--- src/rtl/sprd_pkg.sv ---
// ----------------------------------------------------------------------------
// sprd_pkg : shared types and constants of the sprite RLE pixel decoder
// Sequencer states, stream phases, event codes, register map and reset values.
// ----------------------------------------------------------------------------
package sprd_pkg;

  // sequencer states
  typedef enum logic [2:0] {
    S_IDLE,
    S_SIZE,
    S_EXEC,
    S_DIV,
    S_EMIT
  } sprd_state_t;

  // stream phase within a run pair
  localparam logic [2:0] PH_TRANS_LO = 3'd0;
  localparam logic [2:0] PH_TRANS_HI = 3'd1;
  localparam logic [2:0] PH_COLR_LO  = 3'd2;
  localparam logic [2:0] PH_COLR_HI  = 3'd3;
  localparam logic [2:0] PH_RED      = 3'd4;
  localparam logic [2:0] PH_GREEN    = 3'd5;
  localparam logic [2:0] PH_BLUE     = 3'd6;

  // event codes
  localparam logic [1:0] EV_PIXEL     = 2'd0;
  localparam logic [1:0] EV_FRAME_END = 2'd1;
  localparam logic [1:0] EV_TRANS_OVF = 2'd2;
  localparam logic [1:0] EV_COLR_OVF  = 2'd3;

  // register map, word index
  localparam logic [1:0] REG_WIDTH  = 2'd0;
  localparam logic [1:0] REG_HEIGHT = 2'd1;
  localparam logic [1:0] REG_COUNT  = 2'd2;

  localparam logic [7:0]  RST_WIDTH  = 8'd32;
  localparam logic [7:0]  RST_HEIGHT = 8'd32;
  localparam logic [11:0] RST_COUNT  = 12'd1;

  // position / width divider: one quotient bit per cycle
  localparam int unsigned DIV_STEPS = 16;

  typedef struct packed {
    logic       done;
    logic [7:0] quot;
    logic [7:0] rem;
  } sprd_div_res_t;

endpackage

--- src/rtl/sprd_div.sv ---
// ----------------------------------------------------------------------------
// sprd_div : iterative restoring divider
// 16-bit position by 8-bit width, one quotient bit per cycle, done pulse at end.
// ----------------------------------------------------------------------------
module sprd_div (
  input  logic                   clk,
  input  logic                   rst_n,
  input  logic                   start,
  input  logic [15:0]            dividend,
  input  logic [7:0]             divisor,
  output sprd_pkg::sprd_div_res_t res
);

  localparam int unsigned CntW = $clog2(sprd_pkg::DIV_STEPS);
  localparam logic [CntW-1:0] CntLast = CntW'(sprd_pkg::DIV_STEPS - 1);

  logic            busy_r, busy_nxt;
  logic            done_r, done_nxt;
  logic [CntW-1:0] cnt_r, cnt_nxt;
  logic [7:0]      rem_r, rem_nxt;
  logic [15:0]     quo_r, quo_nxt;
  logic [7:0]      dvs_r, dvs_nxt;
  logic [8:0]      shifted;
  logic [8:0]      diff;
  logic            fits;

  assign shifted = {rem_r, quo_r[15]};
  assign diff    = shifted - {1'b0, dvs_r};
  assign fits    = shifted >= {1'b0, dvs_r};

  always_comb begin
    busy_nxt = busy_r;
    done_nxt = 1'b0;
    cnt_nxt  = cnt_r;
    rem_nxt  = rem_r;
    quo_nxt  = quo_r;
    dvs_nxt  = dvs_r;
    if (start) begin
      busy_nxt = 1'b1;
      cnt_nxt  = '0;
      rem_nxt  = '0;
      quo_nxt  = dividend;
      dvs_nxt  = divisor;
    end else if (busy_r) begin
      // partial remainder stays below the divisor, so 8 bits suffice
      rem_nxt = fits ? diff[7:0] : shifted[7:0];
      quo_nxt = {quo_r[14:0], fits};
      cnt_nxt = cnt_r + 1'b1;
      if (cnt_r == CntLast) begin
        busy_nxt = 1'b0;
        done_nxt = 1'b1;
      end
    end
  end

  always_ff @(posedge clk) begin
    if (!rst_n) begin
      busy_r <= 1'b0;
      done_r <= 1'b0;
      cnt_r  <= '0;
    end else begin
      busy_r <= busy_nxt;
      done_r <= done_nxt;
      cnt_r  <= cnt_nxt;
    end
    rem_r <= rem_nxt;
    quo_r <= quo_nxt;
    dvs_r <= dvs_nxt;
  end

  assign res.done = done_r;
  assign res.quot = quo_r[7:0];
  assign res.rem  = rem_r;

endmodule

--- src/rtl/sprite_rle_pixel_decoder.sv ---
// ----------------------------------------------------------------------------
// sprite_rle_pixel_decoder : run-length sprite pixel stream decoder
// Walks transparent/coloured run pairs and RGB triples, emitting pixel writes
// with x/y placement, end-of-frame marks and run overflow errors.
// ----------------------------------------------------------------------------
//
//  Channel   Direction  Handshake            Beat
//  in_*      sink       in_valid / in_stall   one stream byte + start flag
//  out_*     source     out_valid / out_stall one event (pixel, frame end, error)
//  cfg/APB   sink       psel/penable/pready   one 32-bit register access
//
//  - A byte passes through take, frame size and execute; a blue byte adds the
//    bit-serial position/width divide that places the pixel.
//  - A beat that raises an event passes through S_EMIT to load the output
//    register, and waits there while a previous event is still held by out_stall.
//  - in_stall is low only when the sequencer is idle; the output register
//    decouples the result side, so a new byte is taken while an event waits.
//  - Synchronous active-low reset: registers back to 32 x 32, one frame,
//    all decode progress cleared.
//
module sprite_rle_pixel_decoder (
  input  logic        clk,
  input  logic        rst_n,
  // byte stream
  input  logic        in_valid,
  output logic        in_stall,
  input  logic [7:0]  in_data_byte,
  input  logic        in_start_sprite,
  // events
  output logic        out_valid,
  input  logic        out_stall,
  output logic [1:0]  out_event_kind,
  output logic [7:0]  out_pixel_x,
  output logic [7:0]  out_pixel_y,
  output logic [7:0]  out_red,
  output logic [7:0]  out_green,
  output logic [7:0]  out_blue,
  output logic [11:0] out_frame_number,
  output logic        out_frame_done,
  output logic        out_sprite_done,
  // configuration
  input  logic        psel,
  input  logic        penable,
  input  logic        pwrite,
  input  logic [3:0]  paddr,
  input  logic [31:0] pwdata,
  output logic [31:0] prdata,
  output logic        pready
);

  // --------------------------------------------------------------------------
  // Configuration registers
  // --------------------------------------------------------------------------
  logic [7:0]  width_r;
  logic [7:0]  height_r;
  logic [11:0] img_count_r;
  logic [1:0]  reg_idx;
  logic        cfg_wr;

  assign pready  = 1'b1;
  assign reg_idx = paddr[3:2];
  assign cfg_wr  = psel && penable && pwrite;

  always_ff @(posedge clk) begin
    if (!rst_n) begin
      width_r     <= sprd_pkg::RST_WIDTH;
      height_r    <= sprd_pkg::RST_HEIGHT;
      img_count_r <= sprd_pkg::RST_COUNT;
    end else if (cfg_wr) begin
      case (reg_idx)
        sprd_pkg::REG_WIDTH:  width_r     <= pwdata[7:0];
        sprd_pkg::REG_HEIGHT: height_r    <= pwdata[7:0];
        sprd_pkg::REG_COUNT:  img_count_r <= pwdata[11:0];
        default: ;
      endcase
    end
  end

  always_comb begin
    case (reg_idx)
      sprd_pkg::REG_WIDTH:  prdata = {24'd0, width_r};
      sprd_pkg::REG_HEIGHT: prdata = {24'd0, height_r};
      sprd_pkg::REG_COUNT:  prdata = {20'd0, img_count_r};
      default:              prdata = '0;
    endcase
  end

  // --------------------------------------------------------------------------
  // Sequencer and decode state
  // --------------------------------------------------------------------------
  sprd_pkg::sprd_state_t state_r, state_nxt;

  logic        in_take;
  logic        out_free;
  logic        out_load;
  logic        div_start;
  logic        exec_div;    // blue byte: launch placement divide
  logic        exec_emit;   // this byte raises an event straight away

  logic [7:0]  byte_r;
  logic [15:0] fsize_r;

  logic [2:0]  phase_r, phase_nxt;
  logic [15:0] trans_r, trans_nxt;
  logic [15:0] colr_r, colr_nxt;
  logic [15:0] pos_r, pos_nxt;
  logic [11:0] fc_r, fc_nxt;
  logic [7:0]  held_red_r, held_red_nxt;
  logic [7:0]  held_grn_r, held_grn_nxt;
  logic        err_r, err_nxt;

  // pending event, waiting for the output register
  logic [1:0]  pend_kind_r, pend_kind_nxt;
  logic [7:0]  pend_x_r, pend_x_nxt;
  logic [7:0]  pend_y_r, pend_y_nxt;
  logic [7:0]  pend_red_r, pend_red_nxt;
  logic [7:0]  pend_grn_r, pend_grn_nxt;
  logic [7:0]  pend_blu_r, pend_blu_nxt;
  logic [11:0] pend_fn_r, pend_fn_nxt;
  logic        pend_fd_r, pend_fd_nxt;
  logic        pend_sd_r, pend_sd_nxt;

  logic        out_valid_r;

  // shared arithmetic of the execute step
  logic [15:0] colr_full;
  logic [16:0] run_sum;
  logic [15:0] pos_inc;
  logic [15:0] colr_dec;
  logic        sprite_end;
  logic        halted;

  sprd_pkg::sprd_div_res_t div_res;

  assign in_take    = in_valid && !in_stall;
  assign out_free   = !out_valid_r || !out_stall;
  assign colr_full  = {byte_r, colr_r[7:0]};
  assign run_sum    = {1'b0, pos_r} + {1'b0, trans_r};
  assign pos_inc    = pos_r + 16'd1;
  assign colr_dec   = colr_r - 16'd1;
  assign sprite_end = ({1'b0, fc_r} + 13'd1) >= {1'b0, img_count_r};
  assign halted     = err_r || (fc_r >= img_count_r);

  sprd_div u_div (
    .clk      (clk),
    .rst_n    (rst_n),
    .start    (div_start),
    .dividend (pos_r),
    .divisor  (width_r),
    .res      (div_res)
  );

  // next state
  always_comb begin
    state_nxt = state_r;
    case (state_r)
      sprd_pkg::S_IDLE: if (in_valid) state_nxt = sprd_pkg::S_SIZE;
      sprd_pkg::S_SIZE: state_nxt = sprd_pkg::S_EXEC;
      sprd_pkg::S_EXEC: begin
        if (exec_div)       state_nxt = sprd_pkg::S_DIV;
        else if (exec_emit) state_nxt = sprd_pkg::S_EMIT;
        else                state_nxt = sprd_pkg::S_IDLE;
      end
      sprd_pkg::S_DIV:  if (div_res.done) state_nxt = sprd_pkg::S_EMIT;
      sprd_pkg::S_EMIT: if (out_free) state_nxt = sprd_pkg::S_IDLE;
      default:          state_nxt = sprd_pkg::S_IDLE;
    endcase
  end

  // sequencer outputs
  always_comb begin
    in_stall  = (state_r != sprd_pkg::S_IDLE);
    div_start = (state_r == sprd_pkg::S_EXEC) && exec_div;
    out_load  = (state_r == sprd_pkg::S_EMIT) && out_free;
  end

  // decode step: one byte of the stream per pass through S_EXEC
  always_comb begin
    phase_nxt     = phase_r;
    trans_nxt     = trans_r;
    colr_nxt      = colr_r;
    pos_nxt       = pos_r;
    fc_nxt        = fc_r;
    held_red_nxt  = held_red_r;
    held_grn_nxt  = held_grn_r;
    err_nxt       = err_r;
    pend_kind_nxt = pend_kind_r;
    pend_x_nxt    = pend_x_r;
    pend_y_nxt    = pend_y_r;
    pend_red_nxt  = pend_red_r;
    pend_grn_nxt  = pend_grn_r;
    pend_blu_nxt  = pend_blu_r;
    pend_fn_nxt   = pend_fn_r;
    pend_fd_nxt   = pend_fd_r;
    pend_sd_nxt   = pend_sd_r;
    exec_div      = 1'b0;
    exec_emit     = 1'b0;

    if (in_take && in_start_sprite) begin
      // new sprite: forget all progress, this byte is its first
      phase_nxt    = sprd_pkg::PH_TRANS_LO;
      trans_nxt    = '0;
      colr_nxt     = '0;
      pos_nxt      = '0;
      fc_nxt       = '0;
      held_red_nxt = '0;
      held_grn_nxt = '0;
      err_nxt      = 1'b0;
    end

    if (state_r == sprd_pkg::S_EXEC && !halted) begin
      // non-pixel events carry zero placement and colour
      pend_x_nxt   = '0;
      pend_y_nxt   = '0;
      pend_red_nxt = '0;
      pend_grn_nxt = '0;
      pend_blu_nxt = '0;
      pend_fn_nxt  = fc_r;
      pend_fd_nxt  = 1'b0;
      pend_sd_nxt  = 1'b0;
      case (phase_r)
        sprd_pkg::PH_TRANS_LO: begin
          trans_nxt = {8'd0, byte_r};
          phase_nxt = sprd_pkg::PH_TRANS_HI;
        end
        sprd_pkg::PH_TRANS_HI: begin
          trans_nxt = {byte_r, trans_r[7:0]};
          phase_nxt = sprd_pkg::PH_COLR_LO;
        end
        sprd_pkg::PH_COLR_LO: begin
          colr_nxt  = {8'd0, byte_r};
          phase_nxt = sprd_pkg::PH_COLR_HI;
        end
        sprd_pkg::PH_COLR_HI: begin
          colr_nxt  = colr_full;
          phase_nxt = sprd_pkg::PH_TRANS_LO;
          if (run_sum > {1'b0, fsize_r}) begin
            // transparent run overshoots the frame
            exec_emit     = 1'b1;
            pend_kind_nxt = sprd_pkg::EV_TRANS_OVF;
            err_nxt       = 1'b1;
          end else begin
            pos_nxt = run_sum[15:0];
            if (colr_full == 16'd0) begin
              if (run_sum[15:0] == fsize_r) begin
                // empty pair that exactly fills the frame
                exec_emit     = 1'b1;
                pend_kind_nxt = sprd_pkg::EV_FRAME_END;
                pend_fd_nxt   = 1'b1;
                pend_sd_nxt   = sprite_end;
                fc_nxt        = fc_r + 12'd1;
                pos_nxt       = '0;
              end
            end else if (run_sum[15:0] >= fsize_r) begin
              // coloured run starting at a full frame
              exec_emit     = 1'b1;
              pend_kind_nxt = sprd_pkg::EV_COLR_OVF;
              err_nxt       = 1'b1;
            end else begin
              phase_nxt = sprd_pkg::PH_RED;
            end
          end
        end
        sprd_pkg::PH_RED: begin
          if (pos_r >= fsize_r) begin
            exec_emit     = 1'b1;
            pend_kind_nxt = sprd_pkg::EV_COLR_OVF;
            err_nxt       = 1'b1;
            phase_nxt     = sprd_pkg::PH_TRANS_LO;
          end else begin
            held_red_nxt = byte_r;
            phase_nxt    = sprd_pkg::PH_GREEN;
          end
        end
        sprd_pkg::PH_GREEN: begin
          held_grn_nxt = byte_r;
          phase_nxt    = sprd_pkg::PH_BLUE;
        end
        sprd_pkg::PH_BLUE: begin
          if (pos_r >= fsize_r) begin
            exec_emit     = 1'b1;
            pend_kind_nxt = sprd_pkg::EV_COLR_OVF;
            err_nxt       = 1'b1;
            phase_nxt     = sprd_pkg::PH_TRANS_LO;
          end else begin
            // pixel: divider places it from the pre-increment position
            exec_div      = 1'b1;
            pend_kind_nxt = sprd_pkg::EV_PIXEL;
            pend_red_nxt  = held_red_r;
            pend_grn_nxt  = held_grn_r;
            pend_blu_nxt  = byte_r;
            pos_nxt       = pos_inc;
            colr_nxt      = colr_dec;
            if (colr_dec == 16'd0) begin
              phase_nxt = sprd_pkg::PH_TRANS_LO;
              if (pos_inc == fsize_r) begin
                pend_fd_nxt = 1'b1;
                pend_sd_nxt = sprite_end;
                fc_nxt      = fc_r + 12'd1;
                pos_nxt     = '0;
              end
            end else begin
              phase_nxt = sprd_pkg::PH_RED;
            end
          end
        end
        default: phase_nxt = sprd_pkg::PH_TRANS_LO;
      endcase
    end

    if (state_r == sprd_pkg::S_DIV && div_res.done) begin
      pend_x_nxt = (width_r == 8'd0) ? 8'd0 : div_res.rem;
      pend_y_nxt = (width_r == 8'd0) ? 8'd0 : div_res.quot;
    end
  end

  always_ff @(posedge clk) begin
    if (!rst_n) begin
      state_r     <= sprd_pkg::S_IDLE;
      phase_r     <= sprd_pkg::PH_TRANS_LO;
      trans_r     <= '0;
      colr_r      <= '0;
      pos_r       <= '0;
      fc_r        <= '0;
      held_red_r  <= '0;
      held_grn_r  <= '0;
      err_r       <= 1'b0;
      out_valid_r <= 1'b0;
    end else begin
      state_r    <= state_nxt;
      phase_r    <= phase_nxt;
      trans_r    <= trans_nxt;
      colr_r     <= colr_nxt;
      pos_r      <= pos_nxt;
      fc_r       <= fc_nxt;
      held_red_r <= held_red_nxt;
      held_grn_r <= held_grn_nxt;
      err_r      <= err_nxt;
      if (out_load)            out_valid_r <= 1'b1;
      else if (!out_stall)     out_valid_r <= 1'b0;
    end
  end

  // payload registers
  always_ff @(posedge clk) begin
    if (in_take)                     byte_r  <= in_data_byte;
    if (state_r == sprd_pkg::S_SIZE) fsize_r <= {8'd0, width_r} * {8'd0, height_r};
    pend_kind_r <= pend_kind_nxt;
    pend_x_r    <= pend_x_nxt;
    pend_y_r    <= pend_y_nxt;
    pend_red_r  <= pend_red_nxt;
    pend_grn_r  <= pend_grn_nxt;
    pend_blu_r  <= pend_blu_nxt;
    pend_fn_r   <= pend_fn_nxt;
    pend_fd_r   <= pend_fd_nxt;
    pend_sd_r   <= pend_sd_nxt;
    if (out_load) begin
      out_event_kind   <= pend_kind_r;
      out_pixel_x      <= pend_x_r;
      out_pixel_y      <= pend_y_r;
      out_red          <= pend_red_r;
      out_green        <= pend_grn_r;
      out_blue         <= pend_blu_r;
      out_frame_number <= pend_fn_r;
      out_frame_done   <= pend_fd_r;
      out_sprite_done  <= pend_sd_r;
    end
  end

  assign out_valid = out_valid_r;

  // --------------------------------------------------------------------------
  // Checks
  // --------------------------------------------------------------------------
  a_take_to_size: assert property (@(posedge clk) disable iff (!rst_n)
    in_take |=> state_r == sprd_pkg::S_SIZE)
    else $error("byte taken but sequencer did not advance");

  a_phase_legal: assert property (@(posedge clk) disable iff (!rst_n)
    phase_r != 3'd7)
    else $error("stream phase out of range");

  a_err_phase: assert property (@(posedge clk) disable iff (!rst_n)
    err_r |-> phase_r == sprd_pkg::PH_TRANS_LO)
    else $error("error stop with a run pair part-decoded");

  a_div_done_in_div: assert property (@(posedge clk) disable iff (!rst_n)
    div_res.done |-> state_r == sprd_pkg::S_DIV)
    else $error("divider finished outside the divide state");

  a_nonpixel_zero: assert property (@(posedge clk) disable iff (!rst_n)
    out_valid && out_event_kind != sprd_pkg::EV_PIXEL |->
      out_pixel_x == 8'd0 && out_pixel_y == 8'd0 && out_blue == 8'd0)
    else $error("non-pixel event carries placement or colour");

endmodule
--- config.mk ---
export PLATFORM = sky130hd
export DESIGN_NAME = sprite_rle_pixel_decoder
export DESIGN_NICKNAME = d
export VERILOG_FILES = /design/src/rtl/sprd_pkg.sv /design/src/rtl/sprd_div.sv /design/src/rtl/sprite_rle_pixel_decoder.sv
export SDC_FILE = /design/constraint.sdc
export NUM_CORES = 1
export LEC_CHECK = 0
export ABC_AREA = 1
export BUFFER_PORTS_ARGS = -buffer_cell sky130_fd_sc_hd__buf_2
export CAP_MARGIN = 10
export CORE_MARGIN = 4
export CORE_UTILIZATION = 40
export CTS_CLUSTER_SIZE = 24
export DETAILED_ROUTE_END_ITERATION = 16
export GPL_TIMING_DRIVEN = 0
export MAX_ROUTING_LAYER = met4
export PLACE_DENSITY_LB_ADDON = 0.1
export SETUP_SLACK_MARGIN = 0.05
export SLEW_MARGIN = 20
export SYNTH_ARGS = -nofsm -noshare
export SYNTH_HDL_FRONTEND = slang
export SYNTH_HIERARCHICAL = 1
export SYNTH_SLANG_ARGS = --single-unit
export TNS_END_PERCENT = 5
--- constraint.sdc ---
create_clock -name clk -period 4.85 [get_ports clk]
set_clock_uncertainty 0.15 [all_clocks]
set_input_delay 0.485 -clock clk [delete_from_list [all_inputs] [get_ports clk]]
set_output_delay 0.485 -clock clk [all_outputs]
set_load 0.01 [all_outputs]
Word-level counts from Yosys, hierarchy flattened. Cells that the tools add are included.

$add $sub $neg: 7. Multipliers: 1. Order comparisons: 6. Equal/unequal tests: 24. Mux-type cells: 99. Bitwise logic cells: 3. Reduce and logical (&&, ||, !) cells: 34.

Operators with widths (count): $mux 16 (15); $mux 8 (13); $mux 12 (8); $pmux 16 s2 (2); $pmux 16 s3 (1); $mux 3 (13); $pmux 12 s3 (1); $eq 16x16->1 (2); $ge 16x16->1 (2); $logic_not 16->1 (2); $mux 1 (32); $pmux 12 s2 (1); $pmux 3 s7 (1); $add 16x16->17 (1); $gt 17x16->1 (1); $add 16x1->16 const B (1); $mul 8x8->16 (1); $sub 16x1->16 const B (1); $pmux 3 s5 (1); $add 12x1->13 const B (1); $ge 13x12->1 (1); $add 12x1->12 const B (1); $eq 3x2->1 const B (4); $eq 3x3->1 const B (4); 28 further kinds (64).

Register bits after elaboration: 286. Output and inout port bits: 91. Word-level logic and storage cells: 215.

Depth between registers and ports, before layout.
Depth after elaboration: 10. Depth in mapped cells: 24. Depth with buffers taken out: 24.

Hierarchy. Netlist, hierarchy kept.

Modules (own cells, without submodules): sprite_rle_pixel_decoder (times used 1, cells an instance 1958, area an instance 15642.5 µm², sequential area each 6326.1 µm²); sprd_div (times used 1, cells an instance 248, area an instance 2083.2 µm², sequential area each 1001.0 µm²).

Worst setup path before layout. OpenSTA, ideal clock, no wires.

Kind: register to register. From: reg width_r[1]. To: reg fsize_r[13], data pin. Data arrival time: 4.090 ns. Required time: 4.440 ns. Setup slack: 0.350 ns. Stages on the path, launching flop included: 21. Clock period less this slack: 4.500 ns. Cells stage by stage: dfxtp_1 clkbuf_1 nand2_1 inv_1 fa_1 fa_1 inv_1 fa_1 fa_1 inv_1 ha_1 nand2_1 o21ai_0 nand2_1 nand2_1 a21oi_1 o21ai_0 a21oi_1 nor2_1 nor2_1 xor2_1.

Word-level cells in the longest chain between the ends: 1.

RTL lines: start: declaration (RTL line sprite_rle_pixel_decoder.sv:54) `logic [7:0] width_r;`; start signal: assignment (RTL line sprite_rle_pixel_decoder.sv:66) `width_r <= sprd_pkg::RST_WIDTH;`; start signal: assignment (RTL line sprite_rle_pixel_decoder.sv:71) `sprd_pkg::REG_WIDTH: width_r <= pwdata[7:0];`; $mul 8x8->16 (RTL line sprite_rle_pixel_decoder.sv:347) `if (state_r == sprd_pkg::S_SIZE) fsize_r <= {8'd0, width_r} * {8'd0, height_r};`; end signal: assignment (RTL line sprite_rle_pixel_decoder.sv:347); end: declaration (RTL line sprite_rle_pixel_decoder.sv:101) `logic [15:0] fsize_r;`.

No other way between the ends. A chain may end at the register's enable or synchronous reset.

Final worst setup path.
From: reg pos_r[4]. To: reg pos_r[13].

Word-level cells in the longest chain between the ends: 7. Elaborated cells between the ends (all ways): 14.

RTL lines: start: declaration (RTL line sprite_rle_pixel_decoder.sv:106) `logic [15:0] pos_r, pos_nxt;`; start signal: assignment (RTL line sprite_rle_pixel_decoder.sv:334) `pos_r <= pos_nxt;`; parallel branches: the longest is 5 deep, another holds $add 16x16->17; $pmux 16 s2 (*) (RTL line sprite_rle_pixel_decoder.sv:221) `case (phase_r)`; $mux 16 (*) (RTL line sprite_rle_pixel_decoder.sv:211) `if (state_r == sprd_pkg::S_EXEC && !halted) begin`.

Every way passes the cells marked *.

==> run metrics <==
DRT antenna net count=0; period utilisation layout=between 90% and 100%; commonest non-fill, non-tap cells in the layout=nand2_1, inv_1, nor2_1, nand3_1, edfxtp_1; Static Leak=~9.3 nW; Warnings, synthesis=6; Die Area=~48000 um^2; CP endpoint kind=flip-flop; Power Density=a little over 300 nW/um^2; clock tree from TritonCTS=built; Multi-input gate area=just under 9000 um^2; Hold Slack=0.0281 ns; routed length per instance=around 17 um; Starting Density=between 40 and 50%; clk sinks=~290; clk buf depth=3; worst-margin pin slew=1.03 ns; first-pass GRT wire length=around 80 mm; clock latency on the worst-skew pair=~0.55 ns; routability cong.=~0.96; largest area contributor in the netlist=edfxtp_1; top cells by area, synth=edfxtp_1, dfxtp_1, nand2_1; critical path fanouts, max=10; setup TNS=0 ns; final hold vios=0; min Tclk post-route=roughly 4.6 ns; Die W=219 um; synthesized flop and latch total=around 290; largest net degree at the start of global routing=48; CTS HTree Levels=2; CP arrival=approximately 4.9 ns; CP Data Required Time=about 5.2 ns; I/O pin total=143; most common cell after layout, fill and taps aside=nand2_1; Synth Instances=~2200; Register Area=about 7300 um^2; worst vdd ir=approximately 0.19 mV; Post-DP Area=about 19000 um^2; asr flop ratio synth=0%; status=complete, no violations; fmax=~220 MHz; Setup CP Type=reg -> reg; layout cell share with drive strength beyond 1=between 10% and 20%; CTS Buf Count=34; number of flops mapped to enable cells by yosys=160; max-slew violation count=0; row count=76; RSZ-0062 raised after global routing=true; register area share after synthesis=between 40% and 50%; top-area cell type share of the netlist area=between 20% and 30%; vias in the first global route=around 14000; Sw Ratio=between 20% and 30%; All-Layer GR Usage=between 20% and 30%; Flop pwr share=~47%; Iteration-0 DRC Markers=~1100; Mapped Area=about 18000 um^2; HP Class=in -> reg; Rel. slew slack=31.0%; Residual DRC=0; crit start category=flip-flop; HPWL Detailed=between 30 and 40 mm; Comb power frac=around an eighth; I/O Buffers=99; final instance area=20400 um^2; unique cell type count in the Yosys netlist=54; root buffer cell=clkbuf_16; initial antenna violation count=1; Most used DFF post-synth=edfxtp_1; Overflow after GRT=0; DR vias=around 15000; Die Ht=about 220 um; Sw Pwr=~1.7 mW; fin nets=roughly 2600; clock network power share=between 40% and 50%; final WL=49.4 mm; Mean Syn Cell Area=between 8 and 9 um^2; Area Overhead vs Synth=14.8%; placed cell count=~2900; Int Pwr=between 4 and 5 mW; Max-Cap Viols=0; clock slew at reported path FFs=about 0.06 ns; Finished Layout Cells=between 2000 and 3000; first-pass detailed-route iteration total=5; Fillers=4279; CORE AREA=roughly 43000 um^2; setup violators final=0; drt via density=5.02
## cells in the mapped netlist (3+ instances only)
| library cell | number |
|---|---|
| a211oi_1 | 8 |
| a21o_1 | 7 |
| a21oi_1 | 151 |
| a21oi_2 | 3 |
| a31oi_1 | 12 |
| buf_1 | 3 |
| buf_2 | 9 |
| buf_4 | 33 |
| clkbuf_1 | 52 |
| dfxtp_1 | 126 |
| edfxtp_1 | 160 |
| fa_1 | 38 |
| ha_1 | 121 |
| inv_1 | 319 |
| inv_2 | 8 |
| nand2_1 | 522 |
| nand2_2 | 6 |
| nand2_4 | 5 |
| nand3_1 | 167 |
| nand3_2 | 3 |
| nand3b_1 | 11 |
| nand4_1 | 38 |
| nor2_1 | 178 |
| nor2_2 | 7 |
| nor2_4 | 7 |
| nor3_1 | 22 |
| o211ai_1 | 12 |
| o21a_1 | 3 |
| o21ai_0 | 70 |
| o21ai_1 | 13 |
| o21bai_1 | 5 |
| o221ai_1 | 5 |
| o22ai_1 | 17 |
| or2_2 | 3 |
| xnor2_1 | 11 |
| xor2_1 | 28 |
## kinds of logic after synthesis
| family | synth area share [%] |
|---|---|
| compound gates | 9.85 |
| xor+xnor | 1.93 |
| fa+ha+maj | 12.8 |
| buf+inv | 9.89 |
| flops | 41.3 |
| other cells | 0.0424 |
| simple gates | 24.1 |
## flip-flops by register name, summed over array words and instances (netlist names), 12 cells and up
name	count
fc_r	12
pend_fn_r	12
pos_r	16
colr_r	16
u_div/quo_r	16
trans_r	16
img_count_r	12
out_frame_number	12
fsize_r	16
## through the flow
stage / worst slack [ns] / utilization [%] / power (mW)
after floorplan: 0.350 / - / 3.35
after global placement: -1.12 / 43.8 / 3.66
after detailed placement: -0.160 / 44.0 / 3.69
after CTS: 0.0393 / 46.8 / 6.25
after global routing: 0.0107 / 46.8 / 6.45
final: 0.283 / 46.8 / 6.16
## critical path, stage by stage, from the launching register on
cell	delay, ns
dfxtp_1	0.44
ha_1	0.44
nand4_1	0.10
or2_0	0.21
and3_1	0.21
o21ai_2	0.26
a21oi_1	0.13
xnor2_1	0.38
ha_1	0.33
a21oi_1	0.14
o21ai_0	0.09
a21oi_1	0.29
nand2_1	0.18
nand2_1	0.16
nand2_4	0.10
nor2_4	0.22
buf_2	0.28
nand2_1	0.09
o21ai_1	0.09
nand2_1	0.06
a21oi_1	0.13
## routing by layer
| metal | share of wire (%) | GRT usage [%] | up-vias |
|---|---|---|---|
| li1 | - | - | 7540 |
| met1 | 47 | 29.5 | 6912 |
| met2 | 44 | 31.9 | 408 |
| met3 | 5.6 | 3.00 | 75 |
| met4 | 2.6 | 6.57 | 0 |
| met5 | 0 | - | - |
## cell type report
class / count / area share, %
Inverter: 328 / 6.05
Multi-Input combinational cell: 1512 / 43.0
Buffer: 87 / 2.38
Clock inverter: 19 / 0.996
Sequential cell: 286 / 36.1
Tap cell: 585 / 3.60
Antenna cell: 1 / 0.0123
Timing Repair Buffer: 114 / 3.38
Clock buffer: 43 / 4.49
## path summary, 6_finish.rpt
kind / startpoint / endpoint / slack (ns) / cells after the start
max reg2reg: pos_r[4] / pos_r[13] / 0.28 / 20
min reg2reg: pend_y_r[7] / out_pixel_y[7] / 0.26 / 0
min: rst_n / u_div/busy_r / 0.03 / 3
max: pos_r[4] / pos_r[13] / 0.28 / 20
## power groups by stage
stage | Combinational [mW] | Clock, mW | Sequential [mW]
2_1_floorplan | 0.437 | 0 | 2.91
3_3_place_gp | 0.735 | 0 | 2.92
3_5_place_dp | 0.782 | 0 | 2.91
4_1_cts | 0.791 | 2.60 | 2.86
5_1_grt | 0.869 | 2.70 | 2.88
6_report | 0.782 | 2.52 | 2.87
## timing repair
action,CTS,global route
hold buffers,8,0
gates resized for setup,3,21
hold endpoints to repair,8,0
setup endpoints to repair,16,33
setup buffers,0,3
pin swaps,0,1
(Power assumes the default switching activity.)
